--- config.mk ---
export PLATFORM = sky130hd
export DESIGN_NAME = i2c_master_byte_engine_top
export DESIGN_NICKNAME = d
export VERILOG_FILES = /design/src/rtl/i2c_mbe_pkg.sv /design/src/rtl/i2c_master_byte_engine_top.sv
export SDC_FILE = /design/constraint.sdc
export NUM_CORES = 1
export LEC_CHECK = 0
export BUFFER_PORTS_ARGS = -buffer_cell sky130_fd_sc_hd__buf_2
export CORE_ASPECT_RATIO = 0.8
export CORE_MARGIN = 2
export CORE_UTILIZATION = 32
export CTS_CLUSTER_DIAMETER = 150
export DETAILED_ROUTE_END_ITERATION = 8
export GPL_TIMING_DRIVEN = 0
export PLACE_DENSITY = 0.47
export SLEW_MARGIN = 20
export SYNTH_ARGS = -nofsm -noshare
export SYNTH_HDL_FRONTEND = slang
export SYNTH_SLANG_ARGS = --single-unit
--- constraint.sdc ---
create_clock -name clk -period 7.1 [get_ports clk]
set_input_delay 1.065 -clock clk [delete_from_list [all_inputs] [get_ports clk]]
set_output_delay 1.065 -clock clk [all_outputs]
set_load 0.05 [all_outputs]
--- src/rtl/i2c_mbe_pkg.sv ---
// ----------------------------------------------------------------------------
// I2C master byte engine package
// Command codes, bus constants and the line drive pattern of each bus phase.
// ----------------------------------------------------------------------------
package i2c_mbe_pkg;

    typedef enum logic [2:0] {
        CMD_IDLE    = 3'd0,
        CMD_START   = 3'd1,
        CMD_STOP    = 3'd2,
        CMD_WRITE   = 3'd3,
        CMD_READ    = 3'd4,
        CMD_RECOVER = 3'd5
    } cmd_t;

    localparam int unsigned TICK_W = 16;
    localparam logic [TICK_W-1:0] PHASE_TICKS_RESET = 16'd5;

    // Slot numbering inside a command.
    localparam logic [3:0] DATA_LAST_SLOT   = 4'd8;
    localparam logic [3:0] RECOVER_CLOCKS   = 4'd9;
    localparam logic [3:0] RECOVER_START2   = RECOVER_CLOCKS + 4'd1;
    localparam logic [3:0] RECOVER_STOP     = RECOVER_CLOCKS + 4'd2;

    localparam logic [1:0] PHASE_CLK_HIGH   = 2'd1;
    localparam logic [1:0] PHASE_LAST_START = 2'd3;
    localparam logic [1:0] PHASE_LAST_SLOT  = 2'd2;

    function automatic logic start_slot(input cmd_t cmd, input logic [3:0] bi);
        return (cmd == CMD_START) ||
               ((cmd == CMD_RECOVER) && ((bi == 4'd0) || (bi == RECOVER_START2)));
    endfunction

    function automatic logic stop_slot(input cmd_t cmd, input logic [3:0] bi);
        return (cmd == CMD_STOP) || ((cmd == CMD_RECOVER) && (bi == RECOVER_STOP));
    endfunction

    function automatic logic [3:0] last_slot(input cmd_t cmd);
        logic [3:0] r;
        unique case (cmd)
            CMD_WRITE, CMD_READ: r = DATA_LAST_SLOT;
            CMD_RECOVER:         r = RECOVER_STOP;
            default:             r = 4'd0;
        endcase
        return r;
    endfunction

    // Returns {scl, sda} for the given phase of the current slot.
    function automatic logic [1:0] drive(input cmd_t cmd, input logic [1:0] ph,
                                         input logic [3:0] bi, input logic [7:0] sh);
        logic [1:0] r;
        if (start_slot(cmd, bi)) begin
            unique case (ph)
                2'd0:    r = 2'b01;
                2'd1:    r = 2'b11;
                2'd2:    r = 2'b10;
                default: r = 2'b00;
            endcase
        end else if (stop_slot(cmd, bi)) begin
            unique case (ph)
                2'd0:    r = 2'b00;
                2'd1:    r = 2'b10;
                default: r = 2'b11;
            endcase
        end else begin
            r[1] = (ph == PHASE_CLK_HIGH);
            r[0] = ((cmd == CMD_WRITE) && (bi < DATA_LAST_SLOT)) ? sh[7] : 1'b1;
        end
        return r;
    endfunction

endpackage

--- src/rtl/i2c_master_byte_engine_top.sv ---
// ----------------------------------------------------------------------------
// I2C master byte engine
// Open-drain I2C bus sequencer stepped by one tick request per stream item.
// ----------------------------------------------------------------------------
// Each request on the s_axis channel is one bus tick. It carries a command
// code, the byte to write and the sampled SDA level. A command is taken only
// while the engine is idle; during a command the code and byte are ignored.
// Every tick request produces exactly one result request on m_axis with the
// SCL/SDA drive of that tick, busy and done flags, the last read byte and the
// last acknowledge level. Each bus phase lasts phase_ticks ticks (zero acts
// as one), written through cfg_wr_en/cfg_wr_data while the engine is idle:
// the user must keep to this, the block itself does not enforce it. A result
// appears in the cycle after its tick is taken. One tick is taken per cycle
// while results are taken; the whole tick update is one pass of logic from the
// state registers into the result register. When the receiver stalls, the
// result register holds its request and a new tick is taken only in a cycle
// in which that result is being taken. Reset leaves both lines released, the
// engine idle, ack level 1, read byte 0 and phase_ticks at 5.
// ----------------------------------------------------------------------------
module i2c_master_byte_engine_top (
    input  logic                             clk,
    input  logic                             rst_n,
    input  logic                             cfg_wr_en,
    input  logic [i2c_mbe_pkg::TICK_W-1:0]   cfg_wr_data,
    input  logic                             s_axis_tvalid,
    output logic                             s_axis_tready,
    // tdata: func[2:0], tx_byte[10:3], sda_in[11], zero[15:12]
    input  logic [15:0]                      s_axis_tdata,
    output logic                             m_axis_tvalid,
    input  logic                             m_axis_tready,
    // tdata: scl_release[0], sda_release[1], busy_res[2], done_res[3],
    //        rx_byte[11:4], ack_level[12], zero[15:13]
    output logic [15:0]                      m_axis_tdata
);
    import i2c_mbe_pkg::*;

    logic [TICK_W-1:0] phase_ticks_reg;
    cmd_t              cmd_reg,      cmd_next;
    logic [1:0]        phase_reg,    phase_next;
    logic [3:0]        bit_reg,      bit_next;
    logic [TICK_W-1:0] tick_reg,     tick_next;
    logic [7:0]        shift_reg,    shift_next;
    logic              ack_reg,      ack_next;
    logic              scl_reg,      scl_next;
    logic              sda_reg,      sda_next;
    logic [7:0]        rx_reg,       rx_next;
    logic              done_next;
    logic              out_scl, out_sda;
    logic              ovalid_reg;
    logic [12:0]       odata_reg;

    logic [2:0]        in_func;
    logic [7:0]        in_byte;
    logic              in_sda;
    logic              in_acc;
    logic [TICK_W-1:0] limit;
    logic [1:0]        drv_acc, drv_new;

    assign in_func = s_axis_tdata[2:0];
    assign in_byte = s_axis_tdata[10:3];
    assign in_sda  = s_axis_tdata[11];

    assign s_axis_tready = !ovalid_reg || m_axis_tready;
    assign in_acc        = s_axis_tvalid && s_axis_tready;
    assign limit         = (phase_ticks_reg == '0) ? TICK_W'(1) : phase_ticks_reg;

    always_comb
    begin
        cmd_next   = cmd_reg;
        phase_next = phase_reg;
        bit_next   = bit_reg;
        tick_next  = tick_reg;
        shift_next = shift_reg;
        ack_next   = ack_reg;
        scl_next   = scl_reg;
        sda_next   = sda_reg;
        rx_next    = rx_reg;
        done_next  = 1'b0;
        drv_acc    = 2'b11;
        drv_new    = 2'b11;

        // Command accept: the first phase is driven on this same tick.
        if ((cmd_reg == CMD_IDLE) && (in_func >= CMD_START) && (in_func <= CMD_RECOVER)) begin
            cmd_next   = cmd_t'(in_func);
            phase_next = 2'd0;
            bit_next   = 4'd0;
            tick_next  = '0;
            if (cmd_next == CMD_WRITE) begin
                shift_next = in_byte;
            end else if (cmd_next == CMD_READ) begin
                shift_next = 8'd0;
            end
            drv_acc  = drive(cmd_next, phase_next, bit_next, shift_next);
            scl_next = drv_acc[1];
            sda_next = drv_acc[0];
        end

        out_scl = scl_next;
        out_sda = sda_next;

        if (cmd_next != CMD_IDLE) begin
            tick_next = tick_next + TICK_W'(1);
            if (tick_next >= limit) begin
                tick_next = '0;
                // SDA is sampled at the end of the SCL-high phase of a data slot.
                if ((phase_next == PHASE_CLK_HIGH) && !start_slot(cmd_next, bit_next) &&
                    !stop_slot(cmd_next, bit_next)) begin
                    if ((cmd_next == CMD_WRITE) && (bit_next == DATA_LAST_SLOT)) begin
                        ack_next = in_sda;
                    end else if ((cmd_next == CMD_READ) && (bit_next < DATA_LAST_SLOT)) begin
                        shift_next = {shift_next[6:0], in_sda};
                    end
                end
                if (phase_next < (start_slot(cmd_next, bit_next) ? PHASE_LAST_START
                                                                 : PHASE_LAST_SLOT)) begin
                    phase_next = phase_next + 2'd1;
                end else begin
                    phase_next = 2'd0;
                    if ((cmd_next == CMD_WRITE) && (bit_next < DATA_LAST_SLOT)) begin
                        shift_next = {shift_next[6:0], 1'b0};
                    end
                    if (bit_next < last_slot(cmd_next)) begin
                        bit_next = bit_next + 4'd1;
                    end else begin
                        if (cmd_next == CMD_READ) begin
                            rx_next = shift_next;
                        end
                        cmd_next  = CMD_IDLE;
                        bit_next  = 4'd0;
                        done_next = 1'b1;
                    end
                end
                if (cmd_next != CMD_IDLE) begin
                    drv_new  = drive(cmd_next, phase_next, bit_next, shift_next);
                    scl_next = drv_new[1];
                    sda_next = drv_new[0];
                end
            end
        end
    end

    always_ff @(posedge clk or negedge rst_n)
    begin
        if (!rst_n) begin
            phase_ticks_reg <= PHASE_TICKS_RESET;
            cmd_reg         <= CMD_IDLE;
            phase_reg       <= 2'd0;
            bit_reg         <= 4'd0;
            tick_reg        <= '0;
            shift_reg       <= 8'd0;
            ack_reg         <= 1'b1;
            scl_reg         <= 1'b1;
            sda_reg         <= 1'b1;
            rx_reg          <= 8'd0;
            ovalid_reg      <= 1'b0;
        end else begin
            if (cfg_wr_en) begin
                phase_ticks_reg <= cfg_wr_data;
            end
            if (in_acc) begin
                cmd_reg    <= cmd_next;
                phase_reg  <= phase_next;
                bit_reg    <= bit_next;
                tick_reg   <= tick_next;
                shift_reg  <= shift_next;
                ack_reg    <= ack_next;
                scl_reg    <= scl_next;
                sda_reg    <= sda_next;
                rx_reg     <= rx_next;
                ovalid_reg <= 1'b1;
            end else if (m_axis_tready) begin
                ovalid_reg <= 1'b0;
            end
        end
    end

    always_ff @(posedge clk)
    begin
        if (in_acc) begin
            odata_reg <= {ack_next, rx_next, done_next, (cmd_next != CMD_IDLE),
                          out_sda, out_scl};
        end
    end

    assign m_axis_tvalid = ovalid_reg;
    assign m_axis_tdata  = {3'b000, odata_reg};

    // A tick request always yields a result on the next cycle.
    a_result_follows: assert property (@(posedge clk) disable iff (!rst_n)
        in_acc |=> m_axis_tvalid)
        else $error("result missing after accepted tick");

    // A completion tick never reports busy.
    a_done_not_busy: assert property (@(posedge clk) disable iff (!rst_n)
        (m_axis_tvalid && m_axis_tdata[3]) |-> !m_axis_tdata[2])
        else $error("done and busy reported together");

    // Idle engine sits at the first phase of slot zero.
    a_idle_clean: assert property (@(posedge clk) disable iff (!rst_n)
        (cmd_reg == CMD_IDLE) |-> ((phase_reg == 2'd0) && (bit_reg == 4'd0)))
        else $error("idle with stale sequencer position");

    // The fourth phase exists only in start slots.
    a_phase3_start: assert property (@(posedge clk) disable iff (!rst_n)
        (phase_reg == PHASE_LAST_START) |-> start_slot(cmd_reg, bit_reg))
        else $error("fourth phase outside a start slot");

    // The phase tick counter stays below the phase length while busy.
    a_tick_bound: assert property (@(posedge clk) disable iff (!rst_n)
        (cmd_reg != CMD_IDLE) |-> (tick_reg < limit))
        else $error("phase tick counter overran");

endmodule
==> results.txt <==
Cell family with most CP delay: simple AND/OR/NAND/NOR gates
Final Slew Violations: 0
Num CTS Buffers: 9
HP Class: flop to flop
DRC violation total after the first TritonRoute iteration: 313
RR Endpoint: bit_reg[2]
Critical Path Slowest Stage Cell: o21ai_1
First-pass GRT wire length: 22930 um
Clock Latency Late Sink: 350 ps
Fmax: 149.9 MHz
Share of cells above drive strength 1: 0.1877
PnR worst setup slack: 427.0 ps
P_int: 0.001033 W
Synth unique cells: 79
Power, Total: 0.001577 W
Hpwl dp: 10560 um
RSZ-0062 raised after global routing: false
Pwr Density: 268.8 mW/mm^2
Hold depth: 1
Dpl ws: -354.8 ps
GRT Overall Usage: 0.1804
CP max FO: 10
Combinational power share: 0.303
Worst vdd ir: 0.1045 mV
Initial antenna violation count: 0
Hold Crit Endpoint: rx_reg[1]
H-tree lvl count: 3
CP arrival: 6930 ps
Critical path class: input pin to flop
Num rows: 40
Slew @ Worst Pin: 1036 ps
Nets@finish: 690
Buffers added on ports: 47
Clock tree buffer depth: 2
Number of enable flip-flop cells after synthesis: 13
Die height: 115.5 um
Seq pwr share: 0.333
Hold Crit Start: rx_reg[1]
Clock Skews: 9.217 ps
Gr ovfl total: 0
R2R Setup Slk: 1260 ps
Crit start category: input pin
Drt via density: 5.201
Top_reg_cell synth: dfrtp_1
Ys Warns: 0
Final design instance area without fill: 0.005868 sq mm
Fin Hold WS: 506.0 ps
Switching share of total power: 0.3448
Detail Route Antenna Nets: 0
Vias in the first global route: 4214
Clk sinks: 74
FF+latch count, synth: 74
TritonRoute pass-1 iters: 5
Cell area after placement: 0.005502 sq mm
Final Core Density: 0.3882
Largest net degree at the start of global routing: 38
Clock transition at the registers of the reported paths: 60 ps
Mapped Avg Cell Area: 8.754 sq um
Switching pwr: 0.0005439 W
Initial core utilization: 0.3290
Finish-stage setup viols: 0
Leak: 2.560 nW
Die ar.: 0.01656 sq mm
CTS tree: built
Total vias in the final route: 4390
Critical path, cell by cell: buf_2 > buf_2 > or3_4 > nand3_1 > clkbuf_1 > and2_1 > ha_1 > nand2_1 > and4bb_2 > nand4_1 > or3_1 > a21oi_1 > ha_1 > a21o_1 > a221o_1 > a31oi_1 > clkbuf_2 > nor2_1 > o21ai_1 > o21ai_0 > o31ai_1
Per-cell routed wire length: 16.78 um
Final WL: 14160 um
Worst setup EP type: flop
Mapped Cells: 568
Fin crit share: 0.9399
Worst R2R Start: cmd_reg[1]
Status: finished, final reports clean
MaxCap Viol Count: 0
Synth Cell Area: 0.004972 sq mm
Reg2Reg Depth: 19
RePlAce Congestion: 0.8356
Clock power frac: 0.364
Slowest Stage Delay on Critical Path: 520 ps
Die Width: 143.4 um
FFs w/ async S/R, synth: 0.8243
Critical Path RT: 7360 ps
IO Count: 55
Slew Limit Headroom: 0.3096
P&R area growth vs syn: 18.02%
Sequential area share after synthesis: 0.3868
Final min period: 6673 ps
Post-CTS Hold Fix Bufs: 0
DRC: 0
Ant. Diodes: 0
Root buffer cell: clkbuf_16
Bufs and invs on worst path: 4
CORE AREA: 0.01511 sq mm
Final Hold Viols: 0
## power by group through the flow
| stage | Clock, W | Combinational [W] | Sequential (W) |
|---|---|---|---|
| 6_report | 0.000574 | 0.000478 | 0.000526 |
| 3_3_place_gp | 0 | 0.000467 | 0.000532 |
| 4_1_cts | 0.000593 | 0.000482 | 0.000525 |
| 3_5_place_dp | 0 | 0.000479 | 0.000533 |
| 5_1_grt | 0.000608 | 0.000534 | 0.000532 |
| 2_1_floorplan | 0 | 0.000328 | 0.000539 |
## layer usage
layer | vias to the layer above | GRT usage | part of all wire
li1 | 2168 | - | -
met5 | - | 0 | 0
met4 | 0 | 0.04706 | 0.011
met2 | 68 | 0.2721 | 0.45
met3 | 11 | 0.03595 | 0.030
met1 | 2143 | 0.2651 | 0.51
## final cells by class
cell class                      instances  area (sq um)
Buffer                                 33         156.4
Clock buffer                           10         229.0
Clock inverter                          6         136.4
Fill cell                            1585          9246
Inverter                               34         127.6
Multi-Input combinational cell        429          2775
Sequential cell                        74          1923
Tap cell                              210         262.8
Timing Repair Buffer                   48         257.7
## kinds of logic (layout without fill, tap and decap cells)
kind of cell	after synthesis	in the layout	share of synthesized area
flip-flops	74	74	0.3868
buffers and inverters	67	131	0.05662
AO/OA/AOI/OAI	157	157	0.2104
multiplexers	24	24	0.05159
AND/OR/NAND/NOR	209	209	0.2124
XOR/XNOR	12	12	0.02114
adder cells (fa/ha/maj)	24	24	0.06039
other	1	3	0.0007542
## through the flow
step | cells | TNS, ps
after floorplan | 570 | 0
after global placement | 827 | -1068
after global routing | 844 | 0
after detailed placement | 828 | -1534
after CTS | 844 | 0
final | 844 | 0
## cells in the final DEF, fill, tap and decap left out, types with 10 or more instances in the layout
cell type / synthesis / final
nand3_1: 14 / 14
o22ai_1: 10 / 10
a21oi_1: 37 / 37
mux2i_1: 11 / 11
buf_2: 6 / 52
ha_1: 24 / 24
o21ai_0: 45 / 44
clkbuf_1: 21 / 20
dfrtp_1: 56 / 56
nand2_1: 73 / 73
inv_1: 30 / 30
nor2_1: 52 / 52
mux2_2: 13 / 13
edfxtp_1: 13 / 13
## synth_stat cells, types with 4 or more instances
cell      count  share of area
nand4_1       6         0.0075
nand2b_1      8          0.010
and2_1        5         0.0063
dfrtp_1      56           0.28
nor2_1       52          0.039
ha_1         24          0.060
inv_1        30          0.023
xor2_1        8          0.014
nand2_1      73          0.055
a21o_1        8          0.012
mux2_2       13          0.029
o22ai_1      10          0.013
o21ai_0      45          0.045
nand3_1      14          0.014
buf_2         6         0.0060
dfstp_2       5          0.026
buf_4         4         0.0060
nor3_1        7         0.0070
edfxtp_1     13          0.079
a21oi_1      37          0.037
or3_1         6         0.0075
clkbuf_1     21          0.016
nor4_1        7         0.0088
o31ai_1       9          0.014
xnor2_1       4         0.0070
mux2i_1      11          0.022
a31oi_1       5         0.0063
a22o_1        5         0.0088
## worst max-delay path by stage
stage | from | end | cells after the start
6_report | s_axis_tdata[1] | bit_reg[2] | 21
5_1_grt | s_axis_tdata[1] | bit_reg[2] | 21
4_1_cts | s_axis_tdata[1] | bit_reg[2] | 21
3_5_place_dp | s_axis_tdata[1] | bit_reg[2] | 21
3_3_place_gp | s_axis_tdata[1] | bit_reg[2] | 21
2_1_floorplan | s_axis_tdata[1] | bit_reg[2] | 20
## repair_timing
action                                 4_1_cts  5_1_grt
endpoints found under the hold margin        0        0
setup endpoints to repair                    1        6
gates resized for setup                      1        2
setup buffers                                0        0
(Power assumes the default switching activity.)
